### config.mk
export PLATFORM = sky130hd
export DESIGN_NAME = cht_ctrl
export DESIGN_NICKNAME = d
export VERILOG_FILES = /design/src/hw/rtl/cht_pkg.sv /design/src/hw/rtl/cht_ctrl.sv
export SDC_FILE = /design/constraint.sdc
export NUM_CORES = 1
export LEC_CHECK = 0
export ABC_AREA = 0
export BUFFER_PORTS_ARGS = -buffer_cell sky130_fd_sc_hd__buf_4
export CORE_AREA = 3 3 40 42
export CTS_BUF_LIST = sky130_fd_sc_hd__clkbuf_2 sky130_fd_sc_hd__clkbuf_4 sky130_fd_sc_hd__clkbuf_8
export CTS_CLUSTER_DIAMETER = 40
export DETAILED_ROUTE_END_ITERATION = 8
export DIE_AREA = 0 0 43 45
export GPL_TIMING_DRIVEN = 0
export SLEW_MARGIN = 20
export SYNTH_ARGS = -nofsm -noshare
export SYNTH_HDL_FRONTEND = slang
export SYNTH_SLANG_ARGS = --single-unit
### constraint.sdc
create_clock -name clk_i -period 3.9 [get_ports clk_i]
set_clock_uncertainty 0.1 [all_clocks]
set_input_delay 0.585 -clock clk_i [delete_from_list [all_inputs] [get_ports clk_i]]
set_output_delay 0.585 -clock clk_i [all_outputs]
set_load 0.01 [all_outputs]
### src/hw/rtl/cht_pkg.sv
// Types, constants and the slot hash of the cuckoo hash table.
package cht_pkg;

  localparam int unsigned SLOTS   = 4096;
  localparam int unsigned SLOT_W  = $clog2(SLOTS);
  localparam int unsigned KEY_W   = 32;
  localparam int unsigned VAL_W   = 32;
  localparam int unsigned LIMIT_W = 10;
  localparam int unsigned CFG_W   = 32;
  localparam int unsigned CFG_IDX_W = 2;

  localparam logic [KEY_W-1:0] MUL_FIRST  = 32'd2654435761;
  localparam logic [KEY_W-1:0] MUL_SECOND = 32'd2246822519;

  localparam logic [CFG_W-1:0]   FIRST_SEED_RST  = 32'd42;
  localparam logic [CFG_W-1:0]   SECOND_SEED_RST = 32'd123;
  localparam logic [LIMIT_W-1:0] KICK_LIMIT_RST  = 10'd500;

  localparam logic [CFG_IDX_W-1:0] REG_FIRST_SEED  = 2'd0;
  localparam logic [CFG_IDX_W-1:0] REG_SECOND_SEED = 2'd1;
  localparam logic [CFG_IDX_W-1:0] REG_KICK_LIMIT  = 2'd2;

  typedef enum logic [2:0] {
    OUT_MISS    = 3'd0,
    OUT_HIT     = 3'd1,
    OUT_UPDATED = 3'd2,
    OUT_STORED  = 3'd3,
    OUT_FAILED  = 3'd4
  } outcome_e;

  typedef struct packed {
    logic                    command;
    logic signed [KEY_W-1:0] lookup_key;
    logic signed [VAL_W-1:0] new_value;
  } cht_in_t;

  typedef struct packed {
    outcome_e                outcome;
    logic signed [VAL_W-1:0] found_value;
  } cht_out_t;

  typedef struct packed {
    logic             valid;
    logic [KEY_W-1:0] key;
    logic [VAL_W-1:0] value;
  } entry_t;

  localparam int unsigned ENTRY_W = $bits(entry_t);

  // Controller to datapath.
  typedef struct packed {
    logic     clear;
    logic     load;
    logic     hash;
    logic     read;
    logic     update;
    logic     place;
    logic     result;
    outcome_e outcome;
  } cht_cmd_t;

  // Datapath to controller.
  typedef struct packed {
    logic is_insert;
    logic hit_a;
    logic hit_b;
    logic free;
    logic last;
    logic limit_zero;
    logic clr_last;
    logic out_free;
  } cht_sts_t;

  // SLOTS is a power of two, so only the low key bits reach the slot index:
  // the low bits of a product depend only on the low bits of its factors.
  function automatic logic [SLOT_W-1:0] slot_of(input logic [KEY_W-1:0] key,
                                                input logic [KEY_W-1:0] mul,
                                                input logic [SLOT_W-1:0] seed);
    logic [2*SLOT_W-1:0] prod;
    prod = key[SLOT_W-1:0] * mul[SLOT_W-1:0];
    return prod[SLOT_W-1:0] ^ seed;
  endfunction

endpackage

### src/hw/rtl/cht_ctrl.sv
// Sequencer of the cuckoo hash table: clear pass, probes and displacement loop.
module cht_ctrl import cht_pkg::*; (
  input  logic     clk_i,
  input  logic     rst_ni,
  input  logic     in_valid_i,
  output logic     in_stall_o,
  input  cht_sts_t sts_i,
  output cht_cmd_t cmd_o
);

  localparam logic [2:0] ST_CLEAR = 3'd0;
  localparam logic [2:0] ST_IDLE  = 3'd1;
  localparam logic [2:0] ST_HASH  = 3'd2;
  localparam logic [2:0] ST_READ  = 3'd3;
  localparam logic [2:0] ST_CHECK = 3'd4;
  localparam logic [2:0] ST_KHASH = 3'd5;
  localparam logic [2:0] ST_KREAD = 3'd6;
  localparam logic [2:0] ST_KICK  = 3'd7;

  logic [2:0] state_d, state_q;

  always_comb begin
    state_d     = state_q;
    cmd_o       = '0;
    cmd_o.outcome = OUT_MISS;
    case (state_q)
      ST_CLEAR: begin
        cmd_o.clear = 1'b1;
        if (sts_i.clr_last) state_d = ST_IDLE;
      end
      ST_IDLE: begin
        if (in_valid_i) begin
          cmd_o.load = 1'b1;
          state_d    = ST_HASH;
        end
      end
      ST_HASH: begin
        cmd_o.hash = 1'b1;
        state_d    = ST_READ;
      end
      ST_READ: begin
        cmd_o.read = 1'b1;
        state_d    = ST_CHECK;
      end
      ST_CHECK: begin
        if (!sts_i.is_insert) begin
          if (sts_i.out_free) begin
            cmd_o.result  = 1'b1;
            cmd_o.outcome = (sts_i.hit_a || sts_i.hit_b) ? OUT_HIT : OUT_MISS;
            state_d       = ST_IDLE;
          end
        end else if (sts_i.hit_a || sts_i.hit_b) begin
          if (sts_i.out_free) begin
            cmd_o.update  = 1'b1;
            cmd_o.result  = 1'b1;
            cmd_o.outcome = OUT_UPDATED;
            state_d       = ST_IDLE;
          end
        end else if (sts_i.limit_zero) begin
          if (sts_i.out_free) begin
            cmd_o.result  = 1'b1;
            cmd_o.outcome = OUT_FAILED;
            state_d       = ST_IDLE;
          end
        end else begin
          // First table slot of the new key is already read: place at once.
          state_d = ST_KICK;
        end
      end
      ST_KHASH: begin
        cmd_o.hash = 1'b1;
        state_d    = ST_KREAD;
      end
      ST_KREAD: begin
        cmd_o.read = 1'b1;
        state_d    = ST_KICK;
      end
      ST_KICK: begin
        if (sts_i.free || sts_i.last) begin
          // Hold the final write until the result register can take the beat.
          if (sts_i.out_free) begin
            cmd_o.place   = 1'b1;
            cmd_o.result  = 1'b1;
            cmd_o.outcome = sts_i.free ? OUT_STORED : OUT_FAILED;
            state_d       = ST_IDLE;
          end
        end else begin
          cmd_o.place = 1'b1;
          state_d     = ST_KHASH;
        end
      end
      default: state_d = ST_IDLE;
    endcase
  end

  always_ff @(posedge clk_i or negedge rst_ni) begin
    if (!rst_ni) begin
      state_q <= ST_CLEAR;
    end else begin
      state_q <= state_d;
    end
  end

  assign in_stall_o = (state_q != ST_IDLE);

endmodule

==> impl_metrics.tcl <==
set metrics [dict create \
    yosysSeqAreaShare_pct 20.62 \
    grt_overflow 0 \
    crit_slowest_cell "or4_4" \
    synth_xor_area_share_pct 0 \
    io_buffer_count 21 \
    placed_area_um2 540.5 \
    crit_arrival_ns 1.54 \
    syn_inst 49 \
    dr.pass1.iters 4 \
    track_usage_pct 11.41 \
    power-per-cell-area_mw_per_mm2 678.7 \
    cp-start-kind "flip-flop" \
    postCtsHoldBufs 0 \
    yosys.area_share.simple_pct 42.96 \
    die-area_mm2 0.001935 \
    worstSetupStartpoint "state_q[0]$_DFFE_PN0P_" \
    cts_resized 0 \
    fillers 140 \
    vias_per_cell 4.899 \
    diodes 0 \
    critical_path_class "flip-flop to output pin" \
    cts_tree "built" \
    yosysWarnings 0 \
    layout_commonest_cell "buf_4" \
    final_cell_mix "buf_4 (21), nor2_1 (7), nand2_1 (4), clkbuf_4 (4)" \
    fin_crit_ns 2.226 \
    finalInstanceArea_um2 570.5 \
    gp_congestion 0.7981 \
    antenna_found_initial 0 \
    r2r_slack_ns 2.51 \
    wl_um 1030 \
    htreeDepth 1 \
    synth_nets 60 \
    reg2reg_from "state_q[2]$_DFFE_PN0P_" \
    ys_types 30 \
    max-clock-path-buffers 2 \
    critPathTopFamily "simple AND/OR/NAND/NOR gates" \
    rows 13 \
    grt_max_degree 11 \
    die_h_um 45 \
    period_share_pct 57.08 \
    clock_sinks 3 \
    rsz0062_at_grt "no" \
    synthAdderAreaFrac_pct 0 \
    ioPinCount 22 \
    reg_top3 "state_q x3" \
    critPathBufInv 2 \
    routedWlPerCell_um 11.57 \
    first_iter_violations 2 \
    ir_drop_mv 0.3674 \
    grt_pass1_vias 406 \
    synth_edf_count 0 \
    tightest_slew_ns 0.4318 \
    clkTransAtPathRegs_ns 0.04 \
    min_path_type "input pin to asynchronous set/reset pin" \
    synthFlopType "dfrtp_1" \
    cp_cell_sequence "buf_2 -> or4_4 -> a21oi_2 -> buf_4" \
    max_freq_mhz 449.2 \
    setup_tns_ns 0 \
    slew_viol_final 0 \
    regMostFlops "state_q" \
    fp.dieW_um 43 \
    start_util_pct 28.33 \
    p_leak_uw 0.0002547 \
    cts-root-buf "clkbuf_4" \
    dp_hpwl_um 785 \
    cp_max_fo 8 \
    ys_ff_latch 3 \
    synth_compound_area_share_pct 24.40 \
    drc_errors 0 \
    cap_violations 0 \
    synthToLayoutAreaGrowth_pct 56.70 \
    dr_total_vias 436 \
    setup_viol 0 \
    coreArea_mm2 0.001285 \
    ys_async_sr_fraction_pct 100.0 \
    synth_mux_area_share_pct 2.749 \
    drive_gt1_share_pct 43.24 \
    outcome "completed" \
    syn-cell-area_um2 364.1 \
    crit_required_ns 3.21 \
    slew_headroom_pct 71.14 \
    grt_pass1_wl_um 1642 \
    cts_setup_buffers 0 \
    critPathMaxStageDelay_ns 0.52 \
    synth_top_family_by_area "simple AND/OR/NAND/NOR gates" \
    ant_nets 0 \
    cts_buffers 3 \
    largest_reg_flops 3 \
    fin_nets 86 \
    finalHoldViolCount 0 \
    synth_area_per_cell_um2 7.431 \
    clk_latency_ns 0.23 \
    worstSetupEndpointType "output pin" \
]
==> metrics by stage <==
step	hold WS [ns]	std cells	total power (uW)	setup slack (ns)	util (%)
floorplan	0.1894	49	233.7	1.975	-
global placement	0.2755	85	323.5	1.739	42.06
detailed placement	0.2757	85	324.0	1.735	42.06
CTS	0.02640	89	390.4	1.675	44.40
global route	0.02567	89	419.7	1.634	44.40
finish	0.02828	89	387.2	1.674	44.40
==> power by group <==
part | switching (uW) | internal, uW
Sequential | 8.78 | 47.3
Clock | 16.6 | 45.3
Combinational | 143 | 126
Total | 169 | 219
==> layer usage <==
metal,global-route usage [%],share of wire (%)
met1,12.53,40
met2,19.16,52
met3,4.781,7.7
met4,5.422,0
met5,0,0
==> synth_stat cells, types with 2 or more instances <==
cell,number,area (um2)
a21oi_1,3,15.01
buf_2,3,15.01
dfrtp_1,3,75.07
nand2_1,4,15.01
nand2b_1,2,12.51
nor2_1,7,26.28
nor2b_1,2,12.51
o21a_1,2,15.01
o21ai_1,2,10.01
==> cells by family (layout without fill, tap and decap cells) <==
kind of cell    Yosys count  after routing
buf+inv                   6             31
simple gates             26             26
compound gates           13             13
mux                       1              1
flops                     3              3
==> path summary, 6_finish.rpt <==
check                                         endpoint  depth (start not counted)
worst min-delay path            state_q[0]$_DFFE_PN0P_                          1
worst max-delay path                          cmd_o[0]                          4
min in group clk_i              state_q[0]$_DFFE_PN0P_                          3
worst max register to register  state_q[1]$_DFFE_PN0P_                          4
worst min register to register  state_q[1]$_DFFE_PN0P_                          2
max in group asynchronous       state_q[2]$_DFFE_PN0P_                          1
==> final cells by class <==
| type | instances | area (um2) | area share (%) |
|---|---|---|---|
| multi-input combinational | 40 | 255.2 | 44.74 |
| clock buffer | 4 | 30.03 | 5.263 |
| buffer | 5 | 30.03 | 5.263 |
| tap | 15 | 18.77 | 3.289 |
| timing repair buffer | 21 | 157.7 | 27.63 |
| sequential | 3 | 75.07 | 13.16 |
| inverter | 1 | 3.754 | 0.6579 |
Power figures use the tool's default switching activity.
